==> config.mk <==
export PLATFORM = sky130hd
export DESIGN_NAME = infix_to_postfix_converter
export DESIGN_NICKNAME = d
export VERILOG_FILES = /design/src/design/itp_pkg.sv /design/src/design/infix_to_postfix_converter.sv
export SDC_FILE = /design/constraint.sdc
export NUM_CORES = 1
export LEC_CHECK = 0
export ABC_AREA = 1
export BUFFER_PORTS_ARGS = -buffer_cell sky130_fd_sc_hd__clkbuf_2
export CAP_MARGIN = 30
export CORE_MARGIN = 2
export CORE_UTILIZATION = 55
export CTS_BUF_LIST = sky130_fd_sc_hd__clkbuf_16
export CTS_CLUSTER_SIZE = 20
export DETAILED_ROUTE_END_ITERATION = 16
export GPL_TIMING_DRIVEN = 0
export PLACE_DENSITY_LB_ADDON = 0.12
export SLEW_MARGIN = 20
export SYNTH_ARGS = -nofsm -noshare
export SYNTH_HDL_FRONTEND = slang
export SYNTH_SLANG_ARGS = --single-unit
==> constraint.sdc <==
create_clock -name clk_i -period 3.2 [get_ports clk_i]
set_input_delay 0.16 -clock clk_i [delete_from_list [all_inputs] [get_ports clk_i]]
set_output_delay 0.16 -clock clk_i [all_outputs]
set_load 0.03 [all_outputs]
==> src/design/itp_pkg.sv <==
`default_nettype none
// ----------------------------------------------------------------------------
// itp_pkg
// Types, character codes and the control store of the infix to postfix
// converter.
// ----------------------------------------------------------------------------
package itp_pkg;

  typedef logic [3:0] upc_t;

  // Character codes that the sequencer tests for.
  localparam logic [7:0] CH_CARET  = 8'h5E;
  localparam logic [7:0] CH_STAR   = 8'h2A;
  localparam logic [7:0] CH_SLASH  = 8'h2F;
  localparam logic [7:0] CH_PLUS   = 8'h2B;
  localparam logic [7:0] CH_MINUS  = 8'h2D;
  localparam logic [7:0] CH_LPAREN = 8'h28;
  localparam logic [7:0] CH_RPAREN = 8'h29;

  // Step addresses of the control program.
  localparam upc_t S_IDLE      = 4'd0;
  localparam upc_t S_D_ALNUM   = 4'd1;
  localparam upc_t S_D_LPAREN  = 4'd2;
  localparam upc_t S_D_RPAREN  = 4'd3;
  localparam upc_t S_OP_CHK    = 4'd4;
  localparam upc_t S_OP_TEST   = 4'd5;
  localparam upc_t S_OP_POP    = 4'd6;
  localparam upc_t S_PUSH      = 4'd7;
  localparam upc_t S_EMIT_CHAR = 4'd8;
  localparam upc_t S_RP_CHK    = 4'd9;
  localparam upc_t S_RP_TEST   = 4'd10;
  localparam upc_t S_RP_POP    = 4'd11;
  localparam upc_t S_RP_DROP   = 4'd12;
  localparam upc_t S_FL_CHK    = 4'd13;
  localparam upc_t S_FL_POP    = 4'd14;
  localparam upc_t S_FINISH    = 4'd15;

  typedef enum logic [2:0] {
    UOP_NONE,
    UOP_ACCEPT,
    UOP_EMIT_CHAR,
    UOP_EMIT_TOP,
    UOP_DROP_TOP,
    UOP_PUSH,
    UOP_FINISH
  } uop_e;

  typedef enum logic [3:0] {
    C_NEVER,
    C_ALWAYS,
    C_NO_INPUT,
    C_ALNUM,
    C_LPAREN,
    C_RPAREN,
    C_EMPTY,
    C_TOP_LPAREN,
    C_PREC_GT,
    C_FLUSH_DONE
  } cond_e;

  typedef struct packed {
    uop_e  op;
    cond_e cond;
    upc_t  target;
  } ctrl_word_t;

  // Precedence coded without sign: the "none" level maps to 0.
  function automatic logic [1:0] prec_code(input logic [7:0] c);
    logic [1:0] p;
    p = 2'd0;
    if (c == CH_CARET) p = 2'd3;
    else if (c == CH_STAR || c == CH_SLASH) p = 2'd2;
    else if (c == CH_PLUS || c == CH_MINUS) p = 2'd1;
    return p;
  endfunction

  function automatic logic is_alnum(input logic [7:0] c);
    return (c >= 8'h30 && c <= 8'h39) || (c >= 8'h41 && c <= 8'h5A) ||
           (c >= 8'h61 && c <= 8'h7A);
  endfunction

  // Control store. A word jumps to its target when its condition holds,
  // else it falls through to the next step.
  function automatic ctrl_word_t ucode_rom(input upc_t step);
    ctrl_word_t w;
    unique case (step)
      S_IDLE:      w = '{UOP_ACCEPT,    C_NO_INPUT,   S_IDLE};
      S_D_ALNUM:   w = '{UOP_NONE,      C_ALNUM,      S_EMIT_CHAR};
      S_D_LPAREN:  w = '{UOP_NONE,      C_LPAREN,     S_PUSH};
      S_D_RPAREN:  w = '{UOP_NONE,      C_RPAREN,     S_RP_CHK};
      S_OP_CHK:    w = '{UOP_NONE,      C_EMPTY,      S_PUSH};
      S_OP_TEST:   w = '{UOP_NONE,      C_PREC_GT,    S_PUSH};
      S_OP_POP:    w = '{UOP_EMIT_TOP,  C_ALWAYS,     S_OP_CHK};
      S_PUSH:      w = '{UOP_PUSH,      C_ALWAYS,     S_FL_CHK};
      S_EMIT_CHAR: w = '{UOP_EMIT_CHAR, C_ALWAYS,     S_FL_CHK};
      S_RP_CHK:    w = '{UOP_NONE,      C_EMPTY,      S_FL_CHK};
      S_RP_TEST:   w = '{UOP_NONE,      C_TOP_LPAREN, S_RP_DROP};
      S_RP_POP:    w = '{UOP_EMIT_TOP,  C_ALWAYS,     S_RP_CHK};
      S_RP_DROP:   w = '{UOP_DROP_TOP,  C_ALWAYS,     S_FL_CHK};
      S_FL_CHK:    w = '{UOP_NONE,      C_FLUSH_DONE, S_FINISH};
      S_FL_POP:    w = '{UOP_EMIT_TOP,  C_ALWAYS,     S_FL_CHK};
      S_FINISH:    w = '{UOP_FINISH,    C_ALWAYS,     S_IDLE};
      default:     w = '{UOP_NONE,      C_ALWAYS,     S_IDLE};
    endcase
    return w;
  endfunction

endpackage
`default_nettype wire

==> src/design/infix_to_postfix_converter.sv <==
`default_nettype none
// ----------------------------------------------------------------------------
// infix_to_postfix_converter
// Shunting-yard conversion of a character stream to postfix order, run by a
// small control program over an operator stack memory.
// ----------------------------------------------------------------------------
// Channel  Dir  tdata            tlast        tuser
// s_axis   in   [7:0] char_in    end_of_expr  -
// m_axis   out  [7:0] out_char   run_last     [0] overflow
//
// The step counter walks the control store one word per cycle while no emit
// stalls; every stack test reads the top entry from a register that is loaded
// from the stack memory.
// A result waits in a holding register until the next one or the end of the
// item decides its tlast, then moves to the output register; a full output
// register stalls the step that emits. Reset empties the stack at once.
module infix_to_postfix_converter #(
  parameter int STACK_DEPTH = 32
) (
  input  wire logic       clk_i,
  input  wire logic       rst_ni,
  input  wire logic       s_axis_tvalid,
  output logic            s_axis_tready,
  input  wire logic [7:0] s_axis_tdata,   // [7:0] char_in
  input  wire logic       s_axis_tlast,   // end_of_expr
  output logic            m_axis_tvalid,
  input  wire logic       m_axis_tready,
  output logic      [7:0] m_axis_tdata,   // [7:0] out_char
  output logic            m_axis_tlast,   // run_last
  output logic      [0:0] m_axis_tuser    // [0] overflow
);
  import itp_pkg::*;

  localparam int AW = (STACK_DEPTH > 1) ? $clog2(STACK_DEPTH) : 1;
  localparam int CW = $clog2(STACK_DEPTH + 1);

  logic [7:0]    stack_mem [STACK_DEPTH];
  logic [7:0]    top_q;

  upc_t          upc_q, upc_d;
  logic [CW-1:0] cnt_q, cnt_d;
  logic          ovf_q, ovf_d;
  logic [7:0]    char_q, char_d;
  logic          last_q, last_d;

  logic          pend_valid_q, pend_valid_d;
  logic [7:0]    pend_char_q, pend_char_d;
  logic          pend_ovf_q, pend_ovf_d;

  logic          out_valid_q, out_valid_d;
  logic [7:0]    out_char_q, out_char_d;
  logic          out_last_q, out_last_d;
  logic          out_ovf_q, out_ovf_d;

  ctrl_word_t    cw;
  logic          cond_ok;
  logic          stall;
  logic          out_free;
  logic          empty;
  logic          full;
  logic          push_en;
  logic [AW-1:0] top_addr;
  logic [AW-1:0] push_addr;

  assign cw        = ucode_rom(upc_q);
  assign empty     = (cnt_q == '0);
  assign full      = (cnt_q == CW'(STACK_DEPTH));
  assign out_free  = !out_valid_q || m_axis_tready;
  assign top_addr  = AW'(cnt_q - CW'(1));
  assign push_addr = AW'(cnt_q);
  assign push_en   = (cw.op == UOP_PUSH) && !full;

  assign s_axis_tready = (upc_q == S_IDLE);
  assign m_axis_tvalid = out_valid_q;
  assign m_axis_tdata  = out_char_q;
  assign m_axis_tlast  = out_last_q;
  assign m_axis_tuser  = out_ovf_q;

  // An emit that would displace a held result needs room at the output.
  always_comb begin
    stall = 1'b0;
    if (cw.op == UOP_EMIT_CHAR || cw.op == UOP_EMIT_TOP || cw.op == UOP_FINISH) begin
      stall = pend_valid_q && !out_free;
    end
  end

  always_comb begin
    unique case (cw.cond)
      C_NEVER:      cond_ok = 1'b0;
      C_ALWAYS:     cond_ok = 1'b1;
      C_NO_INPUT:   cond_ok = !s_axis_tvalid;
      C_ALNUM:      cond_ok = is_alnum(char_q);
      C_LPAREN:     cond_ok = (char_q == CH_LPAREN);
      C_RPAREN:     cond_ok = (char_q == CH_RPAREN);
      C_EMPTY:      cond_ok = empty;
      C_TOP_LPAREN: cond_ok = (top_q == CH_LPAREN);
      C_PREC_GT:    cond_ok = (prec_code(char_q) > prec_code(top_q));
      C_FLUSH_DONE: cond_ok = !last_q || empty;
      default:      cond_ok = 1'b1;
    endcase
  end

  always_comb begin
    upc_d        = upc_q;
    cnt_d        = cnt_q;
    ovf_d        = ovf_q;
    char_d       = char_q;
    last_d       = last_q;
    pend_valid_d = pend_valid_q;
    pend_char_d  = pend_char_q;
    pend_ovf_d   = pend_ovf_q;
    out_valid_d  = out_valid_q;
    out_char_d   = out_char_q;
    out_last_d   = out_last_q;
    out_ovf_d    = out_ovf_q;

    if (out_valid_q && m_axis_tready) begin
      out_valid_d = 1'b0;
    end

    if (!stall) begin
      upc_d = cond_ok ? cw.target : upc_t'(upc_q + upc_t'(1));
      case (cw.op)
        UOP_ACCEPT: begin
          if (s_axis_tvalid) begin
            char_d = s_axis_tdata;
            last_d = s_axis_tlast;
          end
        end
        UOP_EMIT_CHAR, UOP_EMIT_TOP: begin
          if (pend_valid_q) begin
            out_valid_d = 1'b1;
            out_char_d  = pend_char_q;
            out_last_d  = 1'b0;
            out_ovf_d   = pend_ovf_q;
          end
          pend_valid_d = 1'b1;
          pend_char_d  = (cw.op == UOP_EMIT_TOP) ? top_q : char_q;
          pend_ovf_d   = ovf_q;
          if (cw.op == UOP_EMIT_TOP) begin
            cnt_d = cnt_q - CW'(1);
          end
        end
        UOP_DROP_TOP: begin
          cnt_d = cnt_q - CW'(1);
        end
        UOP_PUSH: begin
          if (full) begin
            ovf_d = 1'b1;
          end else begin
            cnt_d = cnt_q + CW'(1);
          end
        end
        UOP_FINISH: begin
          if (pend_valid_q) begin
            out_valid_d  = 1'b1;
            out_char_d   = pend_char_q;
            out_last_d   = 1'b1;
            out_ovf_d    = pend_ovf_q;
            pend_valid_d = 1'b0;
          end
          if (last_q) begin
            ovf_d = 1'b0;
          end
        end
        default: begin
        end
      endcase
    end
  end

  always_ff @(posedge clk_i or negedge rst_ni) begin
    if (!rst_ni) begin
      upc_q        <= S_IDLE;
      cnt_q        <= '0;
      ovf_q        <= 1'b0;
      pend_valid_q <= 1'b0;
      out_valid_q  <= 1'b0;
    end else begin
      upc_q        <= upc_d;
      cnt_q        <= cnt_d;
      ovf_q        <= ovf_d;
      pend_valid_q <= pend_valid_d;
      out_valid_q  <= out_valid_d;
    end
  end

  always_ff @(posedge clk_i) begin
    char_q      <= char_d;
    last_q      <= last_d;
    pend_char_q <= pend_char_d;
    pend_ovf_q  <= pend_ovf_d;
    out_char_q  <= out_char_d;
    out_last_q  <= out_last_d;
    out_ovf_q   <= out_ovf_d;
  end

  // Stack memory: one write port for pushes, the top entry read each cycle the stack is not empty.
  always_ff @(posedge clk_i) begin
    if (push_en && !stall) begin
      stack_mem[push_addr] <= char_q;
    end
    if (!empty) begin
      top_q <= stack_mem[top_addr];
    end
  end

endmodule
`default_nettype wire
* Word-level counts from Yosys, hierarchy flattened
Memory sizes are Yosys's and may differ from the RTL's. A register that Yosys moved wholly into a read port is not among the register bits. Index checks and enable logic that the tools add are counted.
Operators by class: add/sub/neg operators 3, $lt $le $gt $ge 7, equal/unequal tests 34, mux-type cells 28, bitwise operators 1, reductions and logical operators 39
Operators by type and width (count):
- $eq 8x6->1 const B | 11
- $pmux 6 s3 | 1
- $eq 4x3->1 const B | 4
- $eq 8x7->1 const B | 2
- $ge 8x7->1 const B | 2
- $le 8x7->1 const B | 2
- $mux 1 | 13
- $mux 2 | 6
- $mux 6 | 2
- $ne 2x2->1 const B | 6
- $reduce_and 4->1 | 3
- $logic_or 1x1->1 | 10
- $eq 3x3->1 const B | 3
- $pmux 1 s9 | 1
- $eq 4x2->1 const B | 2
- $eq 4x4->1 const B | 2
- $ge 8x6->1 const B | 1
- $le 8x6->1 const B | 1
- $logic_not 4->1 | 2
- $mux 8 | 1
- $logic_and 1x1->1 | 7
- $logic_not 1->1 | 7
- $add 6x1->6 const B | 1
- $eq 3x2->1 const B | 2
- 15 further kinds | 20
Word-level totals: bits in registers 41, RAM bits 256, ROM bits 176, bits of input ports 13, memories 2
Memories:
- stack_mem | words 32, width 8, rd ports 1, clocked after memory_dff 1, wr ports 1, RTL line infix_to_postfix_converter.sv:37 | logic [7:0] stack_mem [STACK_DEPTH];
- (name not given) | words 16, width 11, rd ports 1, clocked after memory_dff 0, wr ports 0, RTL line itp_pkg.sv:86 | unique case (step)

* Longest topological paths before layout
Gate-level depths: netlist of run 1.
depth in word-level cells 9, mapped depth 18, mapped depth without buffers 18

* Worst setup path before layout of run 1
OpenSTA, ideal clock, no wires.
path type register to register, start reg cnt_q[0], end mem stack_mem[31][0], enable pin, library setup time 0.385 ns, data arrival time 2.320 ns, data required time 2.815 ns, slack 0.495 ns, stages on the path, launching flop included 13, path buffers 3, cells stage by stage dfrtp_1 > buf_2 > inv_2 > buf_2 > buf_2 > ha_1 > inv_1 > nor2_1 > inv_1 > nor2_1 > inv_1 > nand2_2 > nor3b_1
Between the ends: longest elaborated chain between the ends 6
Ends and longest elaborated chain:
- start, declared | RTL line infix_to_postfix_converter.sv:41 | logic [CW-1:0] cnt_q, cnt_d;
- start signal, assigned | RTL line infix_to_postfix_converter.sv:181 | cnt_q <= cnt_d;
- $eq 6x6->1 | RTL line infix_to_postfix_converter.sv:67 | assign full = (cnt_q == CW'(STACK_DEPTH));
- $logic_not 1->1 | RTL line infix_to_postfix_converter.sv:71 | assign push_en = (cw.op == UOP_PUSH) && !full;
- $logic_and 1x1->1 | RTL line infix_to_postfix_converter.sv:71
- $logic_and 1x1->1 | RTL line infix_to_postfix_converter.sv:200 | if (push_en && !stall) begin
- $mux 1 | RTL line infix_to_postfix_converter.sv:200
- $mux 1 (not written as such) | RTL line infix_to_postfix_converter.sv:201 | stack_mem[push_addr] <= char_q;
- end, declared | RTL line infix_to_postfix_converter.sv:37
Several ways; a longest one is shown, not always the timed one.

* Worst setup path after layout of run 1
start reg upc_q[1], end mem stack_mem[29][4], enable pin
Between the ends: longest elaborated chain between the ends 9, elaborated cells between the ends (all ways) 13, those cells by class eq/ne (4); mux (3); reduce/logical (5); memory (1)
Ends and longest elaborated chain:
- start, declared | RTL line infix_to_postfix_converter.sv:40 | upc_t upc_q, upc_d;
- start signal, assigned | RTL line infix_to_postfix_converter.sv:180 | upc_q <= upc_d;
- $mem_v2 16x11 *
- $eq 3x2->1 | RTL line infix_to_postfix_converter.sv:82 | if (cw.op == UOP_EMIT_CHAR || cw.op == UOP_EMIT_TOP || cw.op == UOP_FINISH) begin
- $logic_or 1x1->1 (2 in series) | RTL line infix_to_postfix_converter.sv:82
- $mux 1 | RTL line infix_to_postfix_converter.sv:82
- $logic_not 1->1 | RTL line infix_to_postfix_converter.sv:200
- $logic_and 1x1->1 * | RTL line infix_to_postfix_converter.sv:200
- $mux 1 * | RTL line infix_to_postfix_converter.sv:200
- $mux 1 (not written as such) * | RTL line infix_to_postfix_converter.sv:201
Every way passes the cells marked *; elsewhere a longest branch is shown, timed or not.

==> results of run 1 <==
==> worst max-delay path, stage by stage, from the launching register on <==
cell and delay [ns]:
dfrtp_1 0.49, inv_1 0.16, ha_1 0.38, o21ai_2 0.10, nand2_1 0.08, o21ai_2 0.09, or2_4 0.27, nor2_8 0.16
nand2_2 0.11, inv_2 0.11, nand2_2 0.21, nor2_1 0.68
==> power by group through the flow <==
stage	clock network [mW]	logic [mW]	registers (mW)
after global placement	0	6.99	5.74
after detailed placement	0	7.39	5.55
final	3.43	7.89	5.41
after global routing	3.60	8.57	5.46
after CTS	3.45	7.64	5.45
after floorplan	0	4.58	5.65
==> state kept, by name, summed over array words and instances, names as in the netlist <==
name	count
cnt_q	6
top_q	8
m_axis_tvalid	1
pend_char_q	8
m_axis_tdata	8
pend_valid_q	1
ovf_q	1
m_axis_tuser	1
last_q	1
stack_mem	256
char_q	8
pend_ovf_q	1
m_axis_tlast	1
upc_q	4
==> cell type report <==
class | instances | area, um2
sequential | 305 | 9090
fill | 1860 | 8230
multi-input combinational | 675 | 3920
clock buffer | 31 | 776
timing repair buffer | 51 | 460
tap | 319 | 399
buffer | 50 | 259
inverter | 55 | 216
clock inverter | 26 | 191
==> layer usage <==
layer	wire, um	share of wire, %
met5	0	0
met4	858	2.6
met3	3050	9.1
met2	15600	46
met1	14100	42
==> Yosys cell counts, types with 8 or more instances <==
| library cell | instances |
|---|---|
| ha_1 | 16 |
| o221ai_1 | 25 |
| buf_2 | 16 |
| dfrtp_1 | 13 |
| xor2_1 | 8 |
| inv_1 | 46 |
| o21ai_0 | 91 |
| nor2_1 | 212 |
| nand3_1 | 32 |
| nand2_1 | 126 |
| a21oi_1 | 11 |
| o32ai_1 | 32 |
| edfxtp_1 | 292 |
| mux2i_1 | 32 |
| o211ai_1 | 23 |
| nand2_2 | 16 |
| clkbuf_1 | 29 |
==> logic make-up (layout without fill, tap and decap cells) <==
| group | count (synthesis) | count (layout) |
|---|---|---|
| multiplexers | 32 | 32 |
| adder cells (fa/ha/maj) | 16 | 16 |
| AO/OA/AOI/OAI | 212 | 212 |
| flip-flops | 305 | 305 |
| XOR/XNOR | 9 | 9 |
| buffers and inverters | 107 | 213 |
| AND/OR/NAND/NOR | 406 | 406 |
==> worst max path at each step <==
| stage | start | to | depth (start not counted) |
|---|---|---|---|
| floorplan | cnt_q[0] | stack_mem[31][0] | 12 |
| global placement | cnt_q[0] | top_q[5] | 12 |
| detailed placement | cnt_q[0] | top_q[1] | 13 |
| CTS | upc_q[1] | stack_mem[3][5] | 11 |
| global route | upc_q[1] | stack_mem[29][2] | 11 |
| finish | upc_q[1] | stack_mem[29][4] | 11 |
==> through the flow <==
stage	cell area (um2)	util, %
after floorplan	13200	-
after global placement	13800	58.5
after detailed placement	14000	59.3
after CTS	15200	64.4
after global routing	15300	65.0
final	15300	65.0
==> timing repair <==
action                     4_1_cts  5_1_grt
hold endpoints to repair        24        0
setup endpoints to repair      259      242
gates resized for setup         29       37
hold buffers                    11        0
buffers inserted                 1        3
==> summary.txt, run 1 <==
Outcome
  • Outcome: finished with violations
  • Failing checks: negative setup slack

Placement
  • Place WS: -0.834 ns
  • Port bufs: 24
  • Placed Instances: 1442
  • RePlAce Congestion: 0.958
  • DPL Wire Length: 23400 um

GRT
  • GRT Max-Usage Layer: met2
  • Initial antenna violation count: 1
  • Vias in the first global route: 8523
  • Largest net degree at the start of global routing: 29
  • First-pass GRT wire length: 50700 um
  • Met2 Use GR: 41.7%
  • M1 GR Usage: 38.2%
  • Grt total ovfl: 0
  • Total track usage: 26.6%
  • GR Util met3: 5.97%

Clocking
  • CTS Buf Count: 31
  • Clock-pin slew on the worst setup and hold paths: 0.06 ns
  • CTS root buffer: clkbuf_16
  • Clock sinks: 305
  • H-tree depth: 1
  • Worst-skew pair later-pin latency: 0.55 ns
  • Max Buffers Root-to-Sink: 3
  • CTS tree: yes

Job
  • Maxcap violations: 0

Logic synthesis
  • Compound-cell area share of the yosys netlist: 10.6%
  • Synthesis Warnings: 0
  • Syn nets: 1116
  • Synth Area in XOR/XNOR: 0.652%
  • Cell area after synthesis: 13200 um2
  • Synth top area cells: edfxtp_1 66%, nor2_1 6.0%, nand2_1 3.6%
  • Post-synthesis mux area share: 2.42%
  • Seq/Total Area, Yosys: 68.6%
  • FFs w/ async S/R, synth: 4.26%
  • Post-synth top area cell: edfxtp_1
  • Cells after Synth: 1087
  • EDFF count, synth: 292
  • Post-synth top area share: 66.2%
  • Synth Area in Adders: 1.51%
  • Top_reg_cell synth: edfxtp_1
  • Largest family of logic cells by synthesized area: simple AND/OR/NAND/NOR gates
  • Synth cell types: 45
  • Synth Register Bits: 305
  • Synth Area in Simple Gates: 12.7%
  • Syn avg cell area: 12.2 um2

Routing
  • Post-route ant nets: 0
  • DRT iter0 DRCs: 927
  • Post-route DRC violation count: 0
  • Pre-antenna DRT Iters: 5
  • Routed WL: 33600 um
  • WL per Instance: 22.2 um
  • DR vias: 8937
  • Vias per cell: 5.91

Power
  • Peak VDD IR: 0.000765 V
  • Leak: 5.46 nW
  • Comb pwr share: 47.2%
  • Pwr per Cell Area: 1090 nW/um2
  • Design Power: 16.7 mW
  • Sequential share of power: 32.3%
  • Switching pwr: 7.29 mW
  • Switching share of power: 43.6%
  • Clock share of power: 20.5%
  • Pint: 9.45 mW

Finish
  • Commonest non-fill, non-tap cell in the layout: edfxtp_1
  • Fin nets: 1198
  • ANT cells: 0
  • Area growth syn-to-layout: 15.6%
  • Commonest non-fill, non-tap cells in the layout: 292 x edfxtp_1, 190 x nor2_1, 126 x nand2_1, 91 x o21ai_0, 54 x inv_1
  • Layout cells sized above 1: 15.3%
  • Non-filler cells, final: 1512

STA
  • Fmax: 0.311 GHz
  • Setup_tns: -0.0779 ns
  • Count of final hold-check violations: 0
  • Worst-margin pin slew: 0.919 ns
  • Minimum clock period: 3.21 ns
  • Max Slew Vio Count: 0
  • Final setup viols: 8
  • Hold slack final: 0.0824 ns
  • RSZ-0062 raised after global routing: true
  • Slew HR: 38.7%
  • Final Skew: 0.0103 ns
  • Final WS setup: -0.0113 ns
  • Fin crit share: 100%

Worst setup path
  • R2R depth: 11
  • Reg2reg start: upc_q[1]
  • Worst path required time: 3.38 ns
  • Critical path peak fanout: 9
  • R2r setup slk: -0.01 ns
  • Worst flop-to-flop path endpoint: stack_mem[29][4]
  • Critical path arrival: 3.39 ns
  • Critical path launch point type: flop
  • Crit. End Element: flop
  • CP Class: flop to flop

Worst hold path
  • Min-Delay Path Class: primary input to async pin

Die
  • Number of top-level pins: 25
  • Die ar.: 25300 um2
  • Initial core utilization: 56.3%
  • Site row count: 56
  • Die width: 159 um
  • Die height: 159 um
  • Core area: 23500 um2
Power figures use the tool's default switching activity.
==> run 2, diff against run 1 <==
Settings changed: ABC_AREA 1 to 0.
==> run 2 against run 1 <==
Against the previous run:
- the run now ends clean
- synthesized area is 4.9% lower
- worst hold slack worse by 0.052 ns
- clock-buffer cell count stayed put
- setup slack better by 0.067 ns
- highest routed layer unchanged
==> summary.txt, run 2 <==
STA
  • Worst-margin pin slew: 0.976 ns (was 0.919 ns)
  • Slew HR: 34.9% (was 38.7%)
  • Final setup viols: 0 (was 8)
  • Minimum clock period: 3.14 ns (was 3.21 ns)
  • Setup_tns: 0 ns (was -0.0779 ns)
  • Count of final hold-check violations: 0 (unchanged)
  • Max Slew Vio Count: 0 (unchanged)
  • Fin crit share: 98.3% (was 100%)
  • Final WS setup: 0.0556 ns (was -0.0113 ns)
  • Fmax: 0.318 GHz (was 0.311 GHz)
  • Final Skew: 0.00802 ns (was 0.0103 ns)
  • Hold slack final: 0.0304 ns (was 0.0824 ns)
  • RSZ-0062 raised after global routing: true (unchanged)

Clocking
  • CTS Buf Count: 30 (was 31)
  • Clock sinks: 305 (unchanged)
  • CTS root buffer: clkbuf_16 (unchanged)
  • Max Buffers Root-to-Sink: 3 (unchanged)
  • H-tree depth: 1 (unchanged)
  • CTS tree: yes (unchanged)
  • Clock-pin slew on the worst setup and hold paths: 0.06 ns (about the same)
  • Worst-skew pair later-pin latency: 0.54 ns (was 0.55 ns)

Logic synthesis
  • Post-synth top area share: 69.6% (was 66.2%)
  • Synth Register Bits: 305 (unchanged)
  • Top_reg_cell synth: edfxtp_1 (unchanged)
  • Synth top area cells: edfxtp_1 70%, mux4_2 14%, dfrtp_1 2.6% (was edfxtp_1 66%, nor2_1 6.0%, nand2_1 3.6%)
  • Cells after Synth: 657 (was 1087)
  • Syn nets: 686 (was 1116)
  • Count leader, synth: edfxtp_1 (unchanged)
  • Synthesis Warnings: 0 (unchanged)
  • Cell area after synthesis: 12600 um2 (was 13200 um2)
  • Syn avg cell area: 19.2 um2 (was 12.2 um2)
  • Synth cell types: 55 (was 45)
  • FFs w/ async S/R, synth: 4.26% (unchanged)
  • Top cells by count, synth: 292 x edfxtp_1, 80 x mux4_2, 44 x nor2_1 (was 292 x edfxtp_1, 212 x nor2_1, 126 x nand2_1)
  • Seq/Total Area, Yosys: 72.2% (was 68.6%)
  • EDFF count, synth: 292 (unchanged)
  • Post-synth top area cell: edfxtp_1 (unchanged)

Job
  • Maxcap violations: 0 (unchanged)

Placement
  • RePlAce Congestion: 0.867 (was 0.958)
  • DP Area: 13300 um2 (was 14000 um2)
  • Port bufs: 24 (unchanged)
  • Place WS: -0.764 ns (was -0.834 ns)
  • Placed Instances: 976 (was 1442)
  • DPL Wire Length: 17600 um (was 23400 um)

Finish
  • Non-filler cells, final: 1069 (was 1512)
  • Final Util: 66.9% (was 65.0%)
  • Filler instances: 1476 (was 1860)
  • Post-route cell area: 15100 um2 (was 15300 um2)
  • ANT cells: 0 (unchanged)
  • Number of flip-flops in the largest register: 256 (unchanged)
  • Register name with the most flops: stack_mem (unchanged)
  • Commonest non-fill, non-tap cell in the layout: edfxtp_1 (unchanged)
  • Multi-input logic area: 3680 um2 (was 3920 um2)
  • Area growth syn-to-layout: 19.8% (was 15.6%)
  • Commonest non-fill, non-tap cells in the layout: 292 x edfxtp_1, 80 x mux4_2, 31 x clkbuf_16 (was 292 x edfxtp_1, 190 x nor2_1, 126 x nand2_1, 91 x o21ai_0, 54 x inv_1)
  • Fin nets: 790 (was 1198)
  • Layout cells sized above 1: 35.7% (was 15.3%)
  • Reg area: 9100 um2 (was 9090 um2)

Worst hold path
  • Worst Hold Depth: 3
  • Hold_sp: s_axis_tvalid
  • Worst hold endpoint: char_q[1]
  • Min-Delay Path Class: primary input to flop (was primary input to async pin)

GRT
  • First-pass GRT wire length: 40800 um (was 50700 um)
  • Vias in the first global route: 6661 (was 8523)
  • Initial antenna violation count: 0 (was 1)
  • Total track usage: 22.8% (was 26.6%)
  • Grt total ovfl: 0 (unchanged)
  • Largest net degree at the start of global routing: 27 (was 29)

Power
  • Pwr per Cell Area: 1030 nW/um2 (was 1090 nW/um2)
  • Peak VDD IR: 0.000721 V (was 0.000765 V)
  • Design Power: 15.5 mW (was 16.7 mW)
  • Clock share of power: 23.0% (was 20.5%)
  • Comb pwr share: 42.3% (was 47.2%)
  • Switching share of power: 34.0% (was 43.6%)
  • Pint: 10.2 mW (was 9.45 mW)
  • Switching pwr: 5.28 mW (was 7.29 mW)
  • Leak: 5.02 nW (was 5.46 nW)
  • Sequential share of power: 34.6% (was 32.3%)

Die
  • Number of top-level pins: 25 (unchanged)
  • Die ar.: 24100 um2 (was 25300 um2)
  • Initial core utilization: 55.8% (was 56.3%)
  • Die height: 155 um (was 159 um)
  • Die width: 155 um (was 159 um)
  • Site row count: 55 (was 56)
  • Core area: 22600 um2 (was 23500 um2)

Routing
  • DR vias: 6596 (was 8937)
  • Post-route ant nets: 0 (unchanged)
  • DRT iter0 DRCs: 646 (was 927)
  • Pre-antenna DRT Iters: 7 (was 5)
  • WL per Instance: 24.8 um (was 22.2 um)
  • Vias per cell: 6.17 (was 5.91)
  • Post-route DRC violation count: 0 (unchanged)
  • Routed WL: 26500 um (was 33600 um)

Worst setup path
  • Reg2reg start: cnt_q[0] (was upc_q[1])
  • CP Class: flop to flop (unchanged)
  • R2R depth: 9 (was 11)
  • Worst path required time: 3.49 ns (was 3.38 ns)
  • Crit. End Element: flop (unchanged)
  • Worst flop-to-flop path endpoint: top_q[4] (was stack_mem[29][4])
  • Critical path peak fanout: 10 (was 9)
  • Critical path launch point type: flop (unchanged)
  • R2r setup slk: 0.06 ns (was -0.01 ns)
  • Critical path arrival: 3.43 ns (was 3.39 ns)

Outcome
  • Outcome: finished clean (was finished with violations)
## run 2: timing repair
action	in CTS	in global routing
hold buffers	11	0
endpoints found under the setup margin	258	274
setup buffers	21	5
gates resized for setup	73	20
endpoints found under the hold margin	23	0
pin swaps	8	1
cloned	0	0
## run 2: worst max-delay path by stage
stage,startpoint,end,slack (ns),depth (start not counted)
CTS,cnt_q[0],top_q[4],0.008,9
floorplan,cnt_q[0],upc_q[3],0.01,14
global route,upc_q[0],upc_q[3],-0.11,10
global placement,upc_q[1],stack_mem[6][5],-1.03,8
detailed placement,cnt_q[0],top_q[4],-0.76,10
finish,cnt_q[0],top_q[4],0.06,9
## run 2: kinds of logic (layout without fill, tap and decap cells)
| group | count (synthesis) | after routing | synth area share (%) |
|---|---|---|---|
| AOI/OAI and AO/OA | 50 | 50 | 2.65 |
| xor gates and xnor gates | 10 | 10 | 0.695 |
| adders and majority gates | 16 | 16 | 1.59 |
| buffers and inverters | 42 | 169 | 1.51 |
| DFF | 305 | 305 | 72.2 |
| muxes | 103 | 103 | 16.4 |
| and+or+nand+nor | 131 | 131 | 4.96 |
## run 2: power by group through the flow
stage                     combinational [mW]  sequential, mW  clock (mW)
after floorplan                         3.90            5.65           0
after global placement                  5.37            5.70           0
after detailed placement                5.80            5.57           0
after CTS                               6.36            5.37        3.63
after global routing                    6.98            5.42        3.79
final                                   6.57            5.38        3.58
## run 2: area by class of cell
cell class,instances,share of cell area (%)
Buffer,26,1.38
Clock buffer,31,5.14
Clock inverter,24,1.63
Inverter,14,0.348
Multi-Input combinational cell,310,24.4
Sequential cell,305,60.3
Tap cell,285,2.36
Timing Repair Buffer,74,4.48
## run 2: layer usage
| metal | part of all wire [%] | wire length, um | global-route usage [%] |
|---|---|---|---|
| met1 | 42 | 11100 | 32.8 |
| met3 | 6.3 | 1680 | 3.43 |
| met5 | 0 | 0 | 0 |
| met2 | 50 | 13200 | 37.4 |
| met4 | 2.2 | 580 | 5.64 |
## run 2: worst max-delay path, stage by stage (launching register included)
cell and delay [ns]:
dfrtp_2 0.41, buf_6 0.19, buf_6 0.21, inv_1 0.11, ha_1 0.32, clkbuf_8 0.21
clkbuf_8 0.22, mux4_2 0.36, mux4_2 0.54, mux2_2 0.30
==> run 3, diff against run 2 <==
Settings changed: CTS_BUF_LIST sky130_fd_sc_hd__clkbuf_16 to sky130_fd_sc_hd__clkbuf_8.
==> run 3 against run 2 <==
Against the previous run:
- worst hold slack better by 0.032 ns
- fmax down 1.1%
- clock skew up 0.016 ns
- cell area down 0.99%
- via count up 2.7%
- die area unchanged
- setup slack worse by 0.036 ns
- highest routed layer unchanged
- global-route usage up 0.58 points
- cell count up 3.1%
- power down 3.9%
- first-iteration DRC count down 9.1%
- wire length up 2.4%
==> summary.txt, run 3 (synthesized netlist as in run 2, its figures left out) <==
Outcome
  • Outcome: finished clean (unchanged)

STA
  • Final setup viols: 0 (unchanged)
  • Worst-margin pin slew: 1.00 ns (was 0.976 ns)
  • Final Skew: 0.0239 ns (was 0.00802 ns)
  • RSZ-0062 raised after global routing: true (unchanged)
  • Fmax: 0.314 GHz (was 0.318 GHz)
  • Max Slew Vio Count: 0 (unchanged)
  • Final WS setup: 0.0198 ns (was 0.0556 ns)
  • Hold slack final: 0.0624 ns (was 0.0304 ns)
  • Slew HR: 33.3% (was 34.9%)
  • Fin crit share: 99.4% (was 98.3%)
  • Minimum clock period: 3.18 ns (was 3.14 ns)
  • Count of final hold-check violations: 0 (unchanged)

GRT
  • Initial antenna violation count: 1 (was 0)
  • Vias in the first global route: 6814 (was 6661)
  • Largest net degree at the start of global routing: 27 (unchanged)
  • First-pass GRT wire length: 41400 um (was 40800 um)
  • Total track usage: 23.3% (was 22.8%)
  • Grt total ovfl: 0 (unchanged)

Finish
  • Layout cells sized above 1: 35.9% (was 35.7%)
  • Fin nets: 808 (was 790)
  • Area growth syn-to-layout: 18.6% (was 19.8%)
  • Commonest non-fill, non-tap cell in the layout: edfxtp_1 (unchanged)
  • Commonest non-fill, non-tap cells in the layout: 292 x edfxtp_1, 80 x mux4_2, 54 x clkbuf_8, 26 x nand2_1, 26 x clkbuf_2 (was 292 x edfxtp_1, 80 x mux4_2, 31 x clkbuf_16)
  • Register name with the most flops: stack_mem (unchanged)
  • Number of flip-flops in the largest register: 256 (unchanged)

Clocking
  • CTS Buf Count: 48 (was 30)
  • Clock-pin slew on the worst setup and hold paths: 0.06 ns (about the same)
  • Clock sinks: 305 (unchanged)
  • Worst-skew pair later-pin latency: 0.57 ns (was 0.54 ns)
  • CTS tree: yes (unchanged)
  • Max Buffers Root-to-Sink: 3 (unchanged)
  • H-tree depth: 2 (was 1)
  • CTS root buffer: clkbuf_8 (was clkbuf_16)

Die
  • Die height: 155 um (unchanged)
  • Core area: 22600 um2 (unchanged)
  • Die ar.: 24100 um2 (unchanged)
  • Number of top-level pins: 25 (unchanged)
  • Site row count: 55 (unchanged)
  • Initial core utilization: 55.8% (unchanged)
  • Die width: 155 um (unchanged)

Placement
  • RePlAce Congestion: 0.867 (unchanged)
  • Port bufs: 24 (unchanged)
  • DPL Wire Length: 17600 um (unchanged)
  • Place WS: -0.764 ns (unchanged)

Job
  • Maxcap violations: 0 (unchanged)

Worst setup path
  • R2r setup slk: 0.02 ns (was 0.06 ns)
  • Worst flop-to-flop path endpoint: upc_q[3] (was top_q[4])
  • CP Class: flop to flop (unchanged)
  • Critical path launch point type: flop (unchanged)
  • Crit path launch: char_q[4] (was cnt_q[0])
  • Worst path required time: 3.66 ns (was 3.49 ns)
  • R2R depth: 14 (was 9)
  • Critical path arrival: 3.64 ns (was 3.43 ns)
  • Crit. End Element: flop (unchanged)
  • Reg2reg start: char_q[4] (was cnt_q[0])
  • Critical path peak fanout: 24 (was 10)

Power
  • Pwr per Cell Area: 999 nW/um2 (was 1030 nW/um2)
  • Leak: 5.00 nW (was 5.02 nW)
  • Peak VDD IR: 0.000551 V (was 0.000721 V)

Routing
  • Pre-antenna DRT Iters: 5 (was 7)
  • DRT iter0 DRCs: 587 (was 646)
  • Routed WL: 27200 um (was 26500 um)
  • Post-route ant nets: 0 (unchanged)
  • WL per Instance: 24.7 um (was 24.8 um)
  • DR vias: 6772 (was 6596)
  • Vias per cell: 6.15 (was 6.17)
  • Post-route DRC violation count: 0 (unchanged)

Worst hold path
  • Min-Delay Path Class: primary input to async pin (was primary input to flop)
==> run 3: cell count changes in the layout (fill, tap and decap cells not counted), moves of 4 or more <==
| cell | before | now |
|---|---|---|
| clkinv_2 | 3 | 9 |
| inv_1 | 18 | 22 |
| bufinv_16 | 5 | 1 |
| clkbuf_8 | 6 | 54 |
| clkbuf_16 | 31 | 0 |
| clkinv_1 | 6 | 17 |
==> run 3: power by group <==
part	internal [mW]	switching, mW
sequential	5.14	0.243
clock	1.49	1.49
combinational	2.93	3.63
==> run 3: critical path: stages (launching register included) <==
cell      delay (ns)
edfxtp_1        0.40
buf_8           0.20
inv_1           0.11
nor4b_2         0.33
a31oi_1         0.13
nor2_1          0.14
ha_1            0.26
a21oi_1         0.13
a21oi_1         0.06
mux2i_1         0.14
o21ai_0         0.12
a311o_1         0.38
buf_6           0.15
mux2_4          0.30
a311oi_2        0.25
==> run 3: cell type report <==
class | instances | area, um2
clock buffers | 48 | 661
repair buffers | 73 | 678
diodes | 1 | 2.50
flip-flops and latches | 305 | 9100
clock inverters | 39 | 204
multi-input cells | 310 | 3670
inverters | 14 | 52.6
fillers | 1520 | 7630
plain buffers | 27 | 219
well taps | 285 | 357
==> run 3: worst max path at each step <==
stage | to
floorplan | upc_q[3]
global placement | stack_mem[6][5]
detailed placement | top_q[4]
CTS | top_q[0]
global route | upc_q[3]
finish | upc_q[3]
==> run 3: stage by stage <==
step | setup TNS [ns] | utilization, % | std cells | area (um2) | total power, mW
finish | 0 | 66.2 | 1102 | 14900 | 14.9
global route | -0.323 | 66.2 | 1101 | 14900 | 15.6
CTS | 0 | 65.5 | 1095 | 14800 | 14.7
detailed placement | -151.62 | 59.1 | 976 | 13300 | 11.4
global placement | -149.16 | 58.0 | 966 | 13100 | 11.1
floorplan | 0 | - | 657 | 12600 | 9.54
==> run 3: timing repair <==
item / CTS / global route
hold endpoints to repair: 25 / 0
buffers inserted: 21 / 3
resized for setup: 69 / 22
pin swaps: 7 / 3
hold buffers: 12 / 0
setup endpoints to repair: 252 / 274
==> run 3: layer usage <==
metal | global-route usage, % | vias to the layer above | part of all wire [%] | routed length, um
met5 | 0 | - | 0 | 0
met4 | 7.51 | 0 | 2.9 | 783
met3 | 4.68 | 63 | 7.1 | 1920
met2 | 37.8 | 272 | 49 | 13300
met1 | 32.6 | 3509 | 41 | 11200
li1 | - | 2928 | - | -
